$ cat src/rtl/core/pmpm_pkg.sv
`timescale 1ns / 1ps
package pmpm_pkg;

    localparam int RES_CAP = 8;
    localparam int MAG_W   = 30;
    localparam int PROD_W  = 40;
    localparam int ACC_W   = 42;
    localparam int NUM_W   = 62;
    localparam int QUO_W   = 31;

    localparam logic [1:0] CFG_MOTOR_COUNT = 2'd0;
    localparam logic [1:0] CFG_Z_LIMIT     = 2'd1;
    localparam logic [1:0] CFG_YAW_LIMIT   = 2'd2;

    localparam logic       OP_LOAD   = 1'b0;
    localparam logic       OP_TICK   = 1'b1;
    localparam logic       AXIS_Z    = 1'b0;
    localparam logic       AXIS_YAW  = 1'b1;
    localparam logic [1:0] KIND_P    = 2'd0;
    localparam logic [1:0] KIND_I    = 2'd1;
    localparam logic [1:0] KIND_D    = 2'd2;
    localparam logic [1:0] KIND_NONE = 2'd3;

    typedef struct packed {
        logic              op;
        logic [2:0]        gain_motor;
        logic              gain_axis;
        logic [1:0]        gain_kind;
        logic signed [15:0] gain_value;
        logic signed [23:0] z_err_prop;
        logic signed [23:0] z_err_integ;
        logic signed [23:0] z_err_deriv;
        logic signed [23:0] yaw_err_prop;
        logic signed [23:0] yaw_err_integ;
        logic signed [23:0] yaw_err_deriv;
    } t_in;

    typedef struct packed {
        logic [2:0]         motor_index;
        logic signed [31:0] z_thrust;
        logic signed [31:0] yaw_thrust;
        logic signed [31:0] yaw_candidate;
        logic               z_hold_integral;
        logic               yaw_hold_integral;
        logic               last_row;
    } t_res;

    typedef struct packed {
        logic       tick;
        t_in        item;
    } t_cmd;

    typedef struct packed {
        logic [2:0]  last_motor;
        logic [30:0] z_limit;
        logic [30:0] yaw_limit;
    } t_cfg;

endpackage

$ cat src/rtl/core/pmpm_front.sv
`timescale 1ns / 1ps
module pmpm_front #(
    parameter int MAX_MOTORS = 8
) (
    input  logic             i_clk,
    input  logic             i_rst_n,
    input  logic             i_push,
    input  pmpm_pkg::t_in    i_in,
    output logic             o_full,
    output logic             o_cmd_valid,
    output pmpm_pkg::t_cmd   o_cmd,
    input  logic             i_cmd_pop
);
    import pmpm_pkg::*;

    t_cmd       r_q [2];
    logic       r_wp, r_rp;
    logic [1:0] r_cnt;
    logic       accept, keep;

    assign o_full      = (r_cnt == 2'd2);
    assign o_cmd_valid = (r_cnt != 2'd0);
    assign o_cmd       = r_q[r_rp];
    assign accept      = i_push && !o_full;

    // Loads that address no table entry are dropped here.
    assign keep = accept && ((i_in.op == OP_TICK) ||
                  ((i_in.gain_kind != KIND_NONE) && (int'(i_in.gain_motor) < MAX_MOTORS)));

    always_ff @(posedge i_clk) begin
        if (!i_rst_n) begin
            r_wp  <= 1'b0;
            r_rp  <= 1'b0;
            r_cnt <= 2'd0;
        end else begin
            if (keep) begin
                r_q[r_wp] <= '{tick: (i_in.op == OP_TICK), item: i_in};
                r_wp      <= ~r_wp;
            end
            if (i_cmd_pop) r_rp <= ~r_rp;
            r_cnt <= r_cnt + {1'b0, keep} - {1'b0, i_cmd_pop};
        end
    end
endmodule

$ cat config.mk
export PLATFORM = sky130hd
export DESIGN_NAME = pmpm_front
export DESIGN_NICKNAME = d
export VERILOG_FILES = /design/src/rtl/core/pmpm_pkg.sv /design/src/rtl/core/pmpm_front.sv
export SDC_FILE = /design/constraint.sdc
export NUM_CORES = 1
export LEC_CHECK = 0
export ABC_CLOCK_PERIOD_IN_PS = 24200
export BUFFER_PORTS_ARGS = -buffer_cell sky130_fd_sc_hd__buf_2
export CORE_ASPECT_RATIO = 1.75
export CORE_MARGIN = 2
export CORE_UTILIZATION = 28
export DETAILED_ROUTE_END_ITERATION = 10
export HOLD_SLACK_MARGIN = 0.05
export SLEW_MARGIN = 20
export SYNTH_ARGS = -nofsm -noshare
export SYNTH_HDL_FRONTEND = slang
export SYNTH_SLANG_ARGS = --single-unit
$ cat constraint.sdc
create_clock -name i_clk -period 24.2 [get_ports i_clk]
set_input_delay 1.21 -clock i_clk [delete_from_list [all_inputs] [get_ports i_clk]]
set_output_delay 1.21 -clock i_clk [all_outputs]
set_load 0.02 [all_outputs]
==> flow_summary.toml, run 1 <==
[sta]
hold_viol = 0
max_freq_mhz = 228
relSlewSlack_pct = 27.6
rsz0062_at_grt = "false"
fin_tns_setup_ps = 0
period_share_pct = 18.1
period_needed_ps = 4380
setup_ws_ps = 19820
skew_ps = 7.49
drv_slew = 0
setup_viol = 0
tightest_slew_ps = 1090

[synthesis]
synth-adder-area-share_pct = 0.195
syn-num-nets = 719
synthMuxAreaShare_pct = 18.4
syn_inst = 546
synth_ff_type = "edfxtp_1"
yosys_warnings = 0
synth_edf_count = 334
syn-cell-area_um2 = 12900
synth-seq-cells = 339
yosysUniqueCellTypes = 21
synthXorXnorAreaFrac_pct = 0.204
synth_top_area_share_pct = 78.0
yosys-top-cells-count = "edfxtp_1 (334), mux2_4 (130), mux2_2 (37), buf_6 (16), dfxtp_1 (5)"
yosysMostFrequentCell = "edfxtp_1"
synthArstFlopShare_pct = 0
synth_area_leaders = "edfxtp_1 (78%), mux2_4 (15%), mux2_2 (3.2%)"
synth_top_cell_by_area = "edfxtp_1"
synth_area_per_cell_um2 = 23.6
synthSimpleGateAreaFrac_pct = 0.720
synth_top_family_by_area = "multiplexers"
synth_compound_area_share_pct = 0.0584
ys_seq_area_share_pct = 78.8

[route]
routed_wire_length_per_instance_um = 18.0
drtAntennaViolNets = 0
finalWirelength_mm = 27.2
drtPass1Iterations = 4
num_vias = 6328
vias_per_cell = 4.18
drtIter0Drc = 330
drc = 0

[place]
gp_congestion = 0.746
io_buffers = 340
hpwlAfterDp_mm = 18.8
dp.cells = 1451
place_ws_ps = 20340

[setup_path]
critPathBufInv = 2
required_ps = 22990
cp.arrival_ps = 3170
cpPeakStageDelay_ps = 980
critPathLaunchType = "register"
crit_slowest_cell = "dfxtp_4"
critical_path.max_fanout = 61
critPathTopFamily = "buffers and inverters"
crit_path_end_kind = "output pin"
worstPathCellList = "buf_4 -> mux2_2 -> buf_2"
worst-setup-path-type = "register to output pin"

[floorplan]
die_y_um = 288
dieArea_um2 = 47700
start_util_pct = 28.4
num_rows = 103
ioPinCount = 341
core_um2 = 45200
die_x_um = 166

[global_route]
antenna_found_initial = 12
gr-total-overflow = 0
grt_pass1_wl_mm = 39.5
grt_pass1_vias = 6776
grt_max_degree = 69
grt_use_total_pct = 10.8

[final_layout]
nFillCells = 4256
syn_to_final_growth_pct = 25.3
seqCellArea_um2 = 10100
fin_cells = 1514
nets = 1079
drive_above_1_share_pct = 60.6
multi_input_area_um2 = 2530

[run_status]
status = "complete, no violations"

[clock_tree]
cts_tree = "yes"
root_buffer = "clkbuf_16"
path_clk_slew_ps = 60
clkLatencyLatePin_ps = 570
cts_setup_buffers = 0
cts.sinks = 339
htree_levels = 1
cts_buffer_depth = 3
cts_buffers = 30
post_cts_resized = 0
cts_hold_buffers = 0

[pwr]
finalPower_mw = 1.38
power_density_nw_per_um2 = 85.5
leakage_nw = 6.13
p_comb_share_pct = 15.2
pwr-share-clk_pct = 33.3
power.sequential.fraction_pct = 51.5
vdd_drop_max_v = 0.0000539
netSwitchingFraction_pct = 24.6
switchingPower_uw = 338
intPower_mw = 1.04

[hold_path]
hold_path.class = "register to register"

[job]
max_cap_violations = 0
==> routing by layer <==
layer | GRT usage (%) | vias to the layer above | part of all wire (%)
li1 | - | 2902 | -
met1 | 10.5 | 3122 | 34
met2 | 20.8 | 231 | 56
met3 | 2.82 | 65 | 6.5
met4 | 5.83 | 8 | 4.2
met5 | 0 | - | 0.19
==> state kept, by name, summed over array words and instances, names as in the netlist, named ones only <==
| signal | cells |
|---|---|
| r_cnt | 2 |
| r_q | 334 |
| r_rp | 1 |
| r_wp | 1 |
==> final timing paths <==
path / start / to / slack [ps] / cells past startpoint
worst max-delay path: register / o_cmd[3] / 19820 / 3
worst min-delay path: r_wp / r_wp / 480 / 2
worst max register to register: r_cnt[1] / r_q[1][60] / 21500 / 4
worst min register to register: r_wp / r_wp / 480 / 2
==> cells by family after synthesis <==
kind of cell    count (synthesis)
flops                         339
mux                           167
buf+inv                        22
simple gates                   12
xor+xnor                        3
fa+ha+maj                       2
compound gates                  1
==> metrics by stage <==
| stage | hold slack, ps | cell area, um2 | utilization (%) |
|---|---|---|---|
| after floorplan | 435 | 12900 | - |
| after global placement | 452 | 15200 | 33.5 |
| after CTS | 475 | 16100 | 35.6 |
| final | 478 | 16100 | 35.6 |
| after detailed placement | 460 | 15200 | 33.5 |
| after global routing | 521 | 16100 | 35.6 |
==> area by class of cell <==
cell class / instances / area share [%]
multi-input combinational: 185 / 15.7
clock buffer: 45 / 5.33
tap: 577 / 4.48
clock inverter: 10 / 0.497
sequential: 339 / 62.9
antenna: 8 / 0.124
inverter: 2 / 0.0466
timing repair buffer: 348 / 10.9
==> worst min-delay path, cell delays in order (launching register included) <==
cell and delay (ps):
dfxtp_1 320, nand2_1 60, o21bai_1 50
==> cell usage in the layout, fill, tap and decap left out <==
cell,count
and2_1,4
buf_2,340
nor3b_2,1
clkinv_2,5
nand2_1,1
buf_4,8
and3b_1,1
nor2b_2,1
bufinv_16,1
clkinv_4,1
inv_6,1
clkbuf_16,31
dfxtp_4,1
mux2_2,37
or2_2,1
inv_1,2
o21bai_1,1
nand2b_1,1
and3_4,1
dfxtp_1,4
ha_1,2
clkbuf_8,3
edfxtp_1,334
nor4b_4,1
diode_2,8
clkinv_1,2
mux2_4,130
xnor2_1,2
xor2_1,1
clkbuf_1,11
==> power groups by stage <==
stage	clock network (mW)	logic [mW]	registers (mW)
CTS	0.477	0.214	0.710
global route	0.499	0.223	0.713
finish	0.460	0.209	0.709
global placement	0	0.211	0.721
floorplan	0	0.146	0.727
detailed placement	0	0.214	0.723
(Power assumes the default switching activity.)
==> run 2, diff against run 1 <==
- ABC_AREA: default -> 1
- ABC_CLOCK_PERIOD_IN_PS: 24200 -> 3800
- clock period: 24.2 -> 3.8 ns (I/O delays scaled with it)
==> run 2 against run 1 <==
Sequential share of layout area is 6.4 points lower. Largest cell class unchanged. Critical endpoint is now o_cmd[112]. Clock skew increased by 11 ps. Final cell count increased by 12%. Synthesized area is essentially flat. Highest routed layer is now met4. Combinational power rose to 6.2 times the previous value.
==> flow_summary.toml, run 2 <==
[floorplan]
num_rows = 103
die_x_um = 166
start_util_pct = 28.4
ioPinCount = 341
die_y_um = 287
core_um2 = 45200
dieArea_um2 = 47700

[synthesis]
yosys-top-cells-count = "edfxtp_1 (334), mux2_4 (130), mux2_2 (37), buf_6 (16), inv_1 (11)"
synth_ff_type = "edfxtp_1"
yosysUniqueCellTypes = 15
synth_top_area_share_pct = 78.0
yosys_warnings = 0
synth_area_leaders = "edfxtp_1 (78%), mux2_4 (15%), mux2_2 (3.2%)"
syn_inst = 559
synth_area_per_cell_um2 = 23.0
ys_seq_area_share_pct = 78.8
synthArstFlopShare_pct = 0
synth_top_cell_by_area = "edfxtp_1"
yosysMostFrequentCell = "edfxtp_1"
syn-cell-area_um2 = 12900
synth_edf_count = 334
syn-num-nets = 732
synth-seq-cells = 339

[route]
num_vias = 7085
routed_wire_length_per_instance_um = 17.3
drtAntennaViolNets = 0
vias_per_cell = 4.18
drc = 0
drtPass1Iterations = 4
finalWirelength_mm = 29.3
drtIter0Drc = 358

[place]
gp_congestion = 0.768
dp.cells = 1469
hpwlAfterDp_mm = 19.7
place_ws_ps = 1690
io_buffers = 340

[global_route]
grt_max_degree = 132
busiest_layer = "met2"
grt_use_total_pct = 11.7
use_met3_pct = 2.41
grt_pass1_vias = 7963
met1_usage_pct = 11.2
antenna_found_initial = 5
grt_pass1_wl_mm = 43.4
met2_usage_pct = 23.5
gr-total-overflow = 0

[clock_tree]
cts_buffers = 31
clkLatencyLatePin_ps = 580
htree_levels = 1
root_buffer = "clkbuf_16"
cts_buffer_depth = 3
cts_tree = "yes"
cts.sinks = 339
path_clk_slew_ps = 70

[setup_path]
cpPeakStageDelay_ps = 900
crit_slowest_cell = "dfxtp_4"
critPathTopFamily = "flip-flops"
cp.arrival_ps = 2440
critPathBufInv = 2
worst-setup-path-type = "register to output pin"
critPathLaunchType = "register"
required_ps = 3610
critical_path.max_fanout = 47
crit_path_end_kind = "output pin"
worstPathCellList = "buf_4 -> mux2_4 -> buf_2"

[final_layout]
layout_commonest_cell = "buf_2"
layout_common_cells = "buf_2 (340), edfxtp_1 (334), dlygate4sd3_1 (170), mux2_4 (130), mux2_2 (37)"
regMostFlops = "r_q"
syn_to_final_growth_pct = 39.6
reg.largest.list = "r_q (334), r_cnt (2)"
fin_cells = 1697
drive_above_1_share_pct = 51.0
largest_reg_flops = 334
nets = 1268

[sta]
setup_viol = 0
hold_viol = 0
skew_ps = 18.7
drv_slew = 0
relSlewSlack_pct = 42.7
period_needed_ps = 2630
rsz0062_at_grt = "false"
period_share_pct = 69.3
hold_ws_ps = 332
tightest_slew_ps = 860
max_freq_mhz = 380
setup_ws_ps = 1170
fin_tns_setup_ps = 0

[job]
max_cap_violations = 0

[pwr]
power_density_nw_per_um2 = 485
leakage_nw = 6.94
vdd_drop_max_v = 0.000431

[run_status]
status = "complete, no violations"

[hold_path]
hold_path.class = "primary input to register"
[run 2: cell count changes after synthesis, moves of 3 or more]
cell,change
inv_1,+9
nand3_1,+3
nor2_1,+5
nand2_1,+8
and2_1,-4
[run 2: logic make-up after synthesis]
family,Yosys count,share of synthesized area (%)
flops,339,78.8
mux,167,18.4
buf+inv,31,1.90
simple gates,18,0.574
fa+ha+maj,2,0.195
compound gates,1,0.0389
xor+xnor,1,0.0681
[run 2: timing repair]
item | CTS | global route
setup endpoints to repair | 0 | 0
setup buffers | 0 | 0
hold endpoints to repair | 339 | 0
hold buffers | 170 | 0
resized for setup | 0 | 0
[run 2: stage by stage]
| stage | util [%] | cell area (um2) | total power [mW] |
|---|---|---|---|
| 2_1_floorplan | - | 12900 | 5.24 |
| 3_3_place_gp | 33.7 | 15300 | 5.62 |
| 3_5_place_dp | 33.7 | 15300 | 5.65 |
| 4_1_cts | 39.7 | 17900 | 8.85 |
| 5_1_grt | 39.7 | 17900 | 9.04 |
| 6_report | 39.7 | 17900 | 8.71 |
[run 2: power by group]
part / total (mW) / leakage (nW) / switching (mW) / internal (mW)
Sequential: 4.40 / 3.09 / 0.0707 / 4.33
Combinational: 1.29 / 3.36 / 0.679 / 0.607
Clock: 3.02 / 0.483 / 1.33 / 1.69
Total: 8.71 / 6.94 / 2.08 / 6.63
[run 2: worst reg2reg max path, delay by kind of cell, from the launching register on]
kind	cells	cell delay, ps
simple gates	3	870
buf+inv	2	540
flops	1	310
[run 2: final cells by class]
class | instances | area (um2)
diodes | 2 | 5.00
repair buffers | 523 | 3580
fillers | 4102 | 27300
well taps | 577 | 722
clock inverters | 22 | 193
flip-flops and latches | 339 | 10100
multi-input cells | 189 | 2490
clock buffers | 34 | 787
inverters | 11 | 45.0
[run 2: worst paths after layout]
path / start / end / slack, ps / cells after the start
worst min-delay path: i_in[10] / r_q[1][10] / 330 / 2
worst max register to register: r_cnt[0] / r_q[1][69] / 1730 / 5
worst max-delay path: register / o_cmd[112] / 1170 / 3
worst min register to register: r_rp / register / 510 / 2
[run 2: per-layer routing]
metal / vias to the layer above / share of wire [%]
met5: - / 0
met4: 0 / 3.7
met3: 56 / 6.1
met2: 236 / 57
met1: 3518 / 33
li1: 3275 / -
